### config.mk
export PLATFORM = sky130hd
export DESIGN_NAME = base64_stream_decoder
export DESIGN_NICKNAME = d
export VERILOG_FILES = /design/src/hdl/b64sd_pkg.sv /design/src/hdl/base64_stream_decoder.sv
export SDC_FILE = /design/constraint.sdc
export NUM_CORES = 1
export LEC_CHECK = 0
export ABC_AREA = 1
export BUFFER_PORTS_ARGS = -buffer_cell sky130_fd_sc_hd__buf_2
export CAP_MARGIN = 20
export CORE_MARGIN = 3
export CORE_UTILIZATION = 44
export CTS_BUF_LIST = sky130_fd_sc_hd__clkbuf_8
export CTS_CLUSTER_SIZE = 40
export DETAILED_ROUTE_END_ITERATION = 16
export GPL_TIMING_DRIVEN = 1
export PLACE_DENSITY = 0.58
export REMOVE_ABC_BUFFERS = 1
export SLEW_MARGIN = 25
export SYNTH_ARGS = -nofsm -noshare
export SYNTH_HDL_FRONTEND = slang
export SYNTH_SLANG_ARGS = --single-unit
export TNS_END_PERCENT = 1
### constraint.sdc
create_clock -name clk -period 14.7 [get_ports clk]
set_input_delay 1.47 -clock clk [delete_from_list [all_inputs] [get_ports clk]]
set_output_delay 1.47 -clock clk [all_outputs]
set_load 0.005 [all_outputs]
### src/hdl/b64sd_pkg.sv
// Package: constants, types and the character map of the base64 stream decoder.
package b64sd_pkg;

    localparam int          MAX_OUTPUT_DEF = 1024;
    localparam int          CNT_W          = 11;
    localparam logic [10:0] CAP_RESET      = 11'd64;
    localparam logic [7:0]  PAD_CHAR       = 8'h3D;
    localparam logic [7:0]  END_CHAR       = 8'h00;

    typedef enum logic [1:0] {
        ST_OK       = 2'd0,
        ST_BAD_CHAR = 2'd1,
        ST_OVER_CAP = 2'd2
    } status_t;

    // One queued result group: up to three bytes, or a single status result.
    typedef struct packed {
        logic [23:0]      bits;
        logic [1:0]       nout;
        logic [CNT_W-1:0] base;
        logic             status;
        status_t          code;
    } grp_t;

    // {valid, sextet}
    function automatic logic [6:0] sextet_of(input logic [7:0] ch);
        logic [6:0] r;
        r = 7'd0;
        if (ch >= 8'h41 && ch <= 8'h5A) begin
            r = {1'b1, 6'(ch - 8'h41)};
        end else if (ch >= 8'h61 && ch <= 8'h7A) begin
            r = {1'b1, 6'(ch - 8'h61 + 8'd26)};
        end else if (ch >= 8'h30 && ch <= 8'h39) begin
            r = {1'b1, 6'(ch - 8'h30 + 8'd52)};
        end else if (ch == 8'h2B) begin
            r = {1'b1, 6'd62};
        end else if (ch == 8'h2F) begin
            r = {1'b1, 6'd63};
        end
        return r;
    endfunction

endpackage

### src/hdl/base64_stream_decoder.sv
// Base64 stream decoder: one character per transaction in, decoded bytes and status out.
//
// Usage:
//   Input channel (char_valid, char_stall, char_code) takes one character per
//   transaction. Every fourth character closes a group that yields one to three data
//   results, or none once an error is flagged; a zero character yields one status result
//   (is_status = 1) carrying the error code and byte count, and starts a new string.
//   Result channel (res_valid, res_stall) delivers one result per transaction;
//   last marks the final result of an input character.
//   Configuration channel (cfg_valid, cfg_ready, cfg_data) writes the output
//   capacity; cfg_ready is always high. Write only while the block is idle.
// Timing:
//   A character is decoded in the cycle it is accepted, and a closing group is
//   registered into the result queue. A character is accepted every cycle while
//   char_stall is low; a group drains from a two-group result queue at one result
//   per cycle while res_stall is low; char_stall rises only when both slots are full.
// Reset: clears the string state and queue, capacity returns to 64.
// Stall: when res_stall holds, the current result is held unchanged and
//   the queue fills; input then stalls until a slot frees.
module base64_stream_decoder #(
    parameter int MAX_OUTPUT = b64sd_pkg::MAX_OUTPUT_DEF
) (
    input  logic                       clk,
    input  logic                       rst_n,
    input  logic                       char_valid,
    output logic                       char_stall,
    input  logic [7:0]                 char_code,
    output logic                       res_valid,
    input  logic                       res_stall,
    output logic [7:0]                 out_byte,
    output logic                       is_status,
    output logic [1:0]                 status_code,
    output logic [b64sd_pkg::CNT_W-1:0] byte_count,
    output logic                       last,
    input  logic                       cfg_valid,
    output logic                       cfg_ready,
    input  logic [b64sd_pkg::CNT_W-1:0] cfg_data
);
    import b64sd_pkg::*;

    localparam int               CapLim  = (MAX_OUTPUT > 2047) ? 2047 : MAX_OUTPUT;
    localparam logic [CNT_W-1:0] CAP_LIM = CNT_W'(CapLim);

    logic [CNT_W-1:0] cap_reg;
    logic [1:0]       pos_reg, pos_next;
    logic [17:0]      acc_reg, acc_next;
    logic             pad_reg, pad_next;
    logic             bad_reg, bad_next;
    logic [CNT_W-1:0] cnt_reg, cnt_next;
    status_t          err_reg, err_next;

    grp_t             head_reg, tail_reg;
    logic             head_vld_reg, tail_vld_reg;
    logic [1:0]       idx_reg;

    logic             accept, push, pop, res_take;
    grp_t             new_grp;
    logic [6:0]       sx;
    logic [5:0]       s;
    logic             pad_here;
    logic [1:0]       nout;
    logic             bad_fin;
    logic [CNT_W:0]   sum;
    logic [CNT_W-1:0] cap_eff;
    logic [17:0]      acc_base;
    logic             pad_base, bad_base;

    assign cfg_ready  = 1'b1;
    assign char_stall = tail_vld_reg;
    assign accept     = char_valid && !char_stall;
    assign cap_eff    = (cap_reg > CAP_LIM) ? CAP_LIM : cap_reg;
    assign sx         = sextet_of(char_code);

    always_comb
    begin
        pos_next = pos_reg;
        acc_next = acc_reg;
        pad_next = pad_reg;
        bad_next = bad_reg;
        cnt_next = cnt_reg;
        err_next = err_reg;
        push     = 1'b0;
        new_grp  = '0;
        acc_base = (pos_reg == 2'd0) ? 18'd0 : acc_reg;
        pad_base = (pos_reg == 2'd0) ? 1'b0 : pad_reg;
        bad_base = (pos_reg == 2'd0) ? 1'b0 : bad_reg;
        pad_here = (char_code == PAD_CHAR);
        s        = sx[6] ? sx[5:0] : 6'd0;
        nout     = pad_reg ? 2'd1 : (pad_here ? 2'd2 : 2'd3);
        bad_fin  = bad_reg || (!pad_here && !sx[6]);
        sum      = {1'b0, cnt_reg} + (CNT_W+1)'(nout);
        if (accept) begin
            if (char_code == END_CHAR) begin
                push           = 1'b1;
                new_grp.status = 1'b1;
                new_grp.code   = err_reg;
                new_grp.nout   = 2'd1;
                new_grp.base   = cnt_reg;
                pos_next       = 2'd0;
                acc_next       = 18'd0;
                pad_next       = 1'b0;
                bad_next       = 1'b0;
                cnt_next       = '0;
                err_next       = ST_OK;
            end else if (err_reg == ST_OK) begin
                if (pos_reg != 2'd3) begin
                    pos_next = pos_reg + 2'd1;
                    if (pos_reg == 2'd2 && pad_here) begin
                        acc_next = {acc_base[11:0], 6'd0};
                        pad_next = 1'b1;
                        bad_next = bad_base;
                    end else begin
                        acc_next = {acc_base[11:0], s};
                        pad_next = pad_base;
                        bad_next = bad_base || !sx[6];
                    end
                end else begin
                    pos_next = 2'd0;
                    if (bad_fin) begin
                        err_next = ST_BAD_CHAR;
                    end else if (sum > {1'b0, cap_eff}) begin
                        err_next = ST_OVER_CAP;
                    end else begin
                        push         = 1'b1;
                        new_grp.bits = {acc_reg, pad_here ? 6'd0 : s};
                        new_grp.nout = nout;
                        new_grp.base = cnt_reg;
                        new_grp.code = ST_OK;
                        cnt_next     = sum[CNT_W-1:0];
                    end
                end
            end
        end
    end

    assign res_valid = head_vld_reg;
    assign res_take  = res_valid && !res_stall;
    assign pop       = res_take && last;

    always_comb
    begin
        is_status   = head_reg.status;
        status_code = head_reg.code;
        last        = (idx_reg == head_reg.nout - 2'd1);
        byte_count  = head_reg.status ? head_reg.base
                                      : head_reg.base + CNT_W'(idx_reg) + CNT_W'(1);
        case (idx_reg)
            2'd0:    out_byte = head_reg.bits[23:16];
            2'd1:    out_byte = head_reg.bits[15:8];
            2'd2:    out_byte = head_reg.bits[7:0];
            default: out_byte = 8'd0;
        endcase
        if (head_reg.status) begin
            out_byte = 8'd0;
        end
    end

    always_ff @(posedge clk or negedge rst_n)
    begin
        if (!rst_n) begin
            cap_reg      <= CAP_RESET;
            pos_reg      <= 2'd0;
            acc_reg      <= 18'd0;
            pad_reg      <= 1'b0;
            bad_reg      <= 1'b0;
            cnt_reg      <= '0;
            err_reg      <= ST_OK;
            head_vld_reg <= 1'b0;
            tail_vld_reg <= 1'b0;
            idx_reg      <= 2'd0;
        end else begin
            if (cfg_valid && cfg_ready) begin
                cap_reg <= cfg_data;
            end
            pos_reg <= pos_next;
            acc_reg <= acc_next;
            pad_reg <= pad_next;
            bad_reg <= bad_next;
            cnt_reg <= cnt_next;
            err_reg <= err_next;
            if (res_take) begin
                idx_reg <= last ? 2'd0 : idx_reg + 2'd1;
            end
            if (pop && push) begin
                tail_vld_reg <= tail_vld_reg;
            end else if (pop) begin
                head_vld_reg <= tail_vld_reg;
                tail_vld_reg <= 1'b0;
            end else if (push) begin
                if (!head_vld_reg) begin
                    head_vld_reg <= 1'b1;
                end else begin
                    tail_vld_reg <= 1'b1;
                end
            end
        end
    end

    // Queue payload, no reset needed
    always_ff @(posedge clk)
    begin
        if (pop && push) begin
            if (tail_vld_reg) begin
                head_reg <= tail_reg;
                tail_reg <= new_grp;
            end else begin
                head_reg <= new_grp;
            end
        end else if (pop) begin
            head_reg <= tail_reg;
        end else if (push) begin
            if (!head_vld_reg) begin
                head_reg <= new_grp;
            end else begin
                tail_reg <= new_grp;
            end
        end
    end

`ifndef SYNTHESIS
    a_stall_needs_head: assert property (@(posedge clk) disable iff (!rst_n)
        char_stall |-> res_valid)
        else $error("input stalled with empty result queue");

    a_idx_in_group: assert property (@(posedge clk) disable iff (!rst_n)
        res_valid |-> (idx_reg < head_reg.nout))
        else $error("result index beyond group size");

    a_data_count: assert property (@(posedge clk) disable iff (!rst_n)
        (res_valid && !is_status) |-> (byte_count != '0 && status_code == ST_OK))
        else $error("data result with zero count or error code");

    a_held_on_stall: assert property (@(posedge clk) disable iff (!rst_n)
        (res_valid && res_stall) |=> (idx_reg == $past(idx_reg)))
        else $error("result index moved while stalled");
`endif

endmodule

# Word-level counts from Yosys, hierarchy flattened
# Cells that the tools add are included.
# word_totals
register_bits	130
inputBits	24
output_inout_bits	26
wordCells	163
# op_classes
n_addsub	11
order_cmp	8
n_eq_ne	14
n_mux	72
bitwise_logic	1
n_reduce_logical	37
# ops
op	n
40-bit 2-to-1 mux	11
37-bit 2-to-1 mux	4
11-bit 2-to-1 mux	7
18-bit 2-to-1 mux	3
7-bit 2-to-1 mux	5
8-bit by 6-bit == test with 1-bit output, second input constant	3
24-bit 2-to-1 mux	1
8-bit case mux with 3 select lines	1
1-bit 2-to-1 mux	23
2-bit 2-to-1 mux	11
6-bit 2-to-1 mux	3
8-bit by 7-bit greater-or-equal comparator with 1-bit output, second input constant	2
8-bit by 7-bit <= comparator with 1-bit output, second input constant	2
13-bit 2-to-1 mux	1
11-bit by 2-bit adder with 12-bit output	1
12-bit by 11-bit > comparator with 1-bit output	1
12-bit 2-to-1 mux	1
4-bit AND reduction	3
2-bit nonzero test	6
6-bit subtractor, second input constant	2
11-bit by 1-bit adder with 11-bit output, second input constant	1
11-bit by 2-bit adder with 11-bit output	1
11-bit > comparator, second input constant	1
1-bit logical AND	9
23 further kinds	40

# Depth between registers and ports, before layout
# logic_depth
depth_word	18
ltp_mapped	31

# Worst setup path after synthesis
# No wires, ideal clock.
# synth_timing
path_kind	input to register
startpoint	input port char_code[4]
endpoint	register head_reg[10] in the netlist's numbering (enable)
setup_time_ns	0.451
arrival_ns	6.650
required_time_ns	14.249
setup_slack_ns	7.599
path_stages	21
n_path_buf	1
cell_sequence	buf_4 > nand2_1 > nor3_1 > nand3_1 > nor2_1 > inv_1 > ha_1 > inv_1 > fa_1 > or2_2 > nor3_1 > nand4_1 > xor2_1 > ha_1 > nand3_1 > nor3_1 > nand4_1 > nand3_2 > nand2_4 > ha_1 > a21oi_1
# synth_between
elab_chain_len	17
# synth_lines
element	line_no	rtl
start: declaration	base64_stream_decoder.sv:27	input logic [7:0] char_code,
branches (longest 12 deep; another with 11-bit by 2-bit adder with 12-bit output)	-	
1-bit 2-to-1 mux *	base64_stream_decoder.sv:93	if (char_code == END_CHAR) begin
1-bit 2-to-1 mux *	base64_stream_decoder.sv:92	if (accept) begin
1-bit logical AND	base64_stream_decoder.sv:202	if (pop && push) begin
3-bit by 1-bit != test with 1-bit output (no line) / 3-bit nonzero test (equally long branches)	-	
2-bit AND reduction (no line) *	-	
end signal: assignment	base64_stream_decoder.sv:204	head_reg <= tail_reg;
end signal: assignment	base64_stream_decoder.sv:207	head_reg <= new_grp;
end signal: assignment	base64_stream_decoder.sv:210	head_reg <= tail_reg;
end: declaration	base64_stream_decoder.sv:52	grp_t head_reg, tail_reg;
# Every way passes the cells marked *.
# A chain may end at the register's enable or synchronous reset.

# Final worst setup path
# layout_timing
startpoint	input port char_code[1]
endpoint	register head_reg[12] in the netlist's numbering, data pin
# layout_between
elab_chain_len	18
# layout_lines
element	line_no	rtl
branches (longest 17 deep; another with 11-bit by 2-bit adder with 12-bit output)	-	
40-bit 2-to-1 mux *	base64_stream_decoder.sv:202	
end signal: assignment	base64_stream_decoder.sv:204	
end signal: assignment	base64_stream_decoder.sv:210	
end signal: assignment	base64_stream_decoder.sv:213	head_reg <= new_grp;
# Every way passes the cells marked *. The select of a mux whose other input is x is not followed.

==> out/qor.csv <==
metric;value;unit
status;completed;
peakVddDrop;0.0640;mV
rows;47;
p_leak;4.15;nW
vias;5882;
wl_met3;735;um
cpMostUsedCell;inv_1;
max_slew_margin;38.0;%
grt_pass1_vias;5355;
final_common_cell;nand2_1;
diodes;0;
synth_xor_area_share;2.53;%
internal_power;0.755;mW
crit_arrival;7770;ps
start_util;45.5;%
tns;0;ps
synthSimpleGateAreaFrac;23.6;%
holdWs;490;ps
drive_above_1_share;12.9;%
cts_root_buf;clkbuf_8;
cts_buffers;17;
yosysSeqAreaShare;47.9;%
antenna_left;0;
pre_cts_slack;6260;ps
clk_pin_slew;70;ps
r2r-start;pad_reg;
post_dp_cell_area;0.00803;sq mm
timing_hold_violations_final;0;
p_comb_share;30.9;%
r2r_setup_slack;8380;ps
wl_per_cell;13.8;um
hold_buffers;0;
syn_inst;906;
muxShareOfSynthArea;0.591;%
cts_tree;yes;
hold_class;flip-flop to flip-flop;
finalCriticalPeriod;7580;ps
slew_viol_final;0;
cts.sink_count;130;
ys_ff_latch;130;
cp_max_fo;37;
synthToLayoutAreaGrowth;10.8;%
cts_setup_buffers;0;
setup_viol;0;
stdcell_count;1177;
rsz0062_at_grt;false;
drc;0;
clk_latency;440;ps
start_kind;primary input;
cts_resized;0;
min_to;acc_reg[12];
path_class;primary input to flip-flop;
grt_overflow;0;
antenna_found_initial;0;
crit_path_end_kind;flip-flop;
worstMarginPinSlew;929;ps
syn-cell-area;0.00763;sq mm
coreArea;0.0168;sq mm
grt_pass1_wl;27400;um
critPathMaxStageDelay;820;ps
worst_slack;7120;ps
cap_violations;0;
fmax;132;MHz
layout_common_cells;nand2_1 (200), inv_1 (131), edfxtp_1 (80);
holdPathStages;2;
pwr-share-seq;42.1;%
place.gp.congestion;0.881;
grt_max_degree;51;
async_reset_ff_share;38.5;%
fin_area;0.00845;sq mm
routed.top_layer;met4;
synth-edff-count;80;
netSwitchingFraction;36.1;%
io_buffers;48;
first_pass_iters;5;
synth_compound_gate_area_share;10.0;%
die_h;138;um
vias_per_cell;5.00;
dr_wl_met2;6780;um
postSynthAreaPerCell;8.42;sq um
initialDrtViolationCount;472;
drt_wl_total;16300;um
m1WireLength;8620;um
clkPwrFrac;27.0;%
placed_cells;1145;
synth_fa_ha_area_share;6.10;%
r2r-end;head_reg[12];
min_from;acc_reg[12];
r2r_cells;22;
finalClockSkew;7.97;ps
die_w;138;um
pin_count;50;
largest_register_ff_count;40;
p_switching;0.426;mW
critPathRequiredTime;14890;ps
ctsLongestPathBuffers;2;
grt_usage;18.4;%
synth_top_family_by_area;simple AND/OR/NAND/NOR gates;
fin_crit_sh;51.6;%
finalPower;1.18;mW
synth_ff_type;edfxtp_1;
ys_warn_count;0;
die_area;0.0190;sq mm
slowest_stage;clkinv_1;
nets;1004;
ys_types;47;
utilization;50.4;%
htreeDepth;4;
powerDensity;140;mW/mm^2
dp.final_hpwl;12000;um
## final cells by class
class | instances | area, sq um
Timing Repair Buffer | 51 | 263
Clock inverter | 13 | 159
Tap cell | 220 | 275
Multi-Input combinational cell | 603 | 3300
Inverter | 141 | 542
Clock buffer | 19 | 262
Fill cell | 1621 | 8310
Sequential cell | 130 | 3650
## critical path, delay by kind of cell
family / cells / cell delay [ps]
simple gates: 12 / 2510
buf+inv: 7 / 1510
xor+xnor: 1 / 200
compound gates: 1 / 470
fa+ha+maj: 5 / 1600
## power by group through the flow
stage	clock network [mW]	registers (mW)	logic, mW
3_3_place_gp	0	0.504	0.363
2_1_floorplan	0	0.491	0.263
3_5_place_dp	0	0.506	0.368
5_1_grt	0.342	0.505	0.431
4_1_cts	0.326	0.498	0.369
6_report	0.319	0.498	0.365
## kinds of logic after synthesis
| logic type | count (synthesis) |
|---|---|
| adders and majority gates | 36 |
| other | 1 |
| buffers and inverters | 173 |
| and+or+nand+nor | 403 |
| muxes | 4 |
| DFF | 130 |
| xor gates and xnor gates | 22 |
| AOI/OAI and AO/OA | 137 |
## synth_stat cells, drive strengths merged (2+ instances only)
library cell	count	area share, %
xor2	18	2.1
inv	134	6.6
clkbuf	19	0.94
xnor2	4	0.46
o31ai	7	0.69
nand4	32	2.6
ha	34	5.6
nand2	206	10
o21ai	73	5.2
dfrtp	49	16
fa	2	0.52
edfxtp	80	31
buf	13	1.1
mux2	4	0.59
nor2	79	4.3
clkinv	7	0.51
nor3	6	0.54
nand3	75	5.3
a21oi	53	3.7
## routing by layer
metal / up-vias / global-route usage, %
met5: - / 0
met3: 10 / 3.83
met4: 0 / 4.66
met1: 2699 / 28.5
li1: 3053 / -
met2: 120 / 26.2
## worst max-delay path by stage
stage / from / cells past startpoint / endpoint / slack [ps]
global route: char_code[1] / 26 / head_reg[20] / 6320
global placement: char_code[1] / 26 / head_reg[10] / 6490
finish: char_code[1] / 26 / head_reg[12] / 7120
CTS: char_code[1] / 26 / head_reg[12] / 6710
floorplan: char_code[1] / 24 / tail_reg[0] / 7200
detailed placement: char_code[1] / 26 / head_reg[12] / 6260
(Power assumes the default switching activity.)
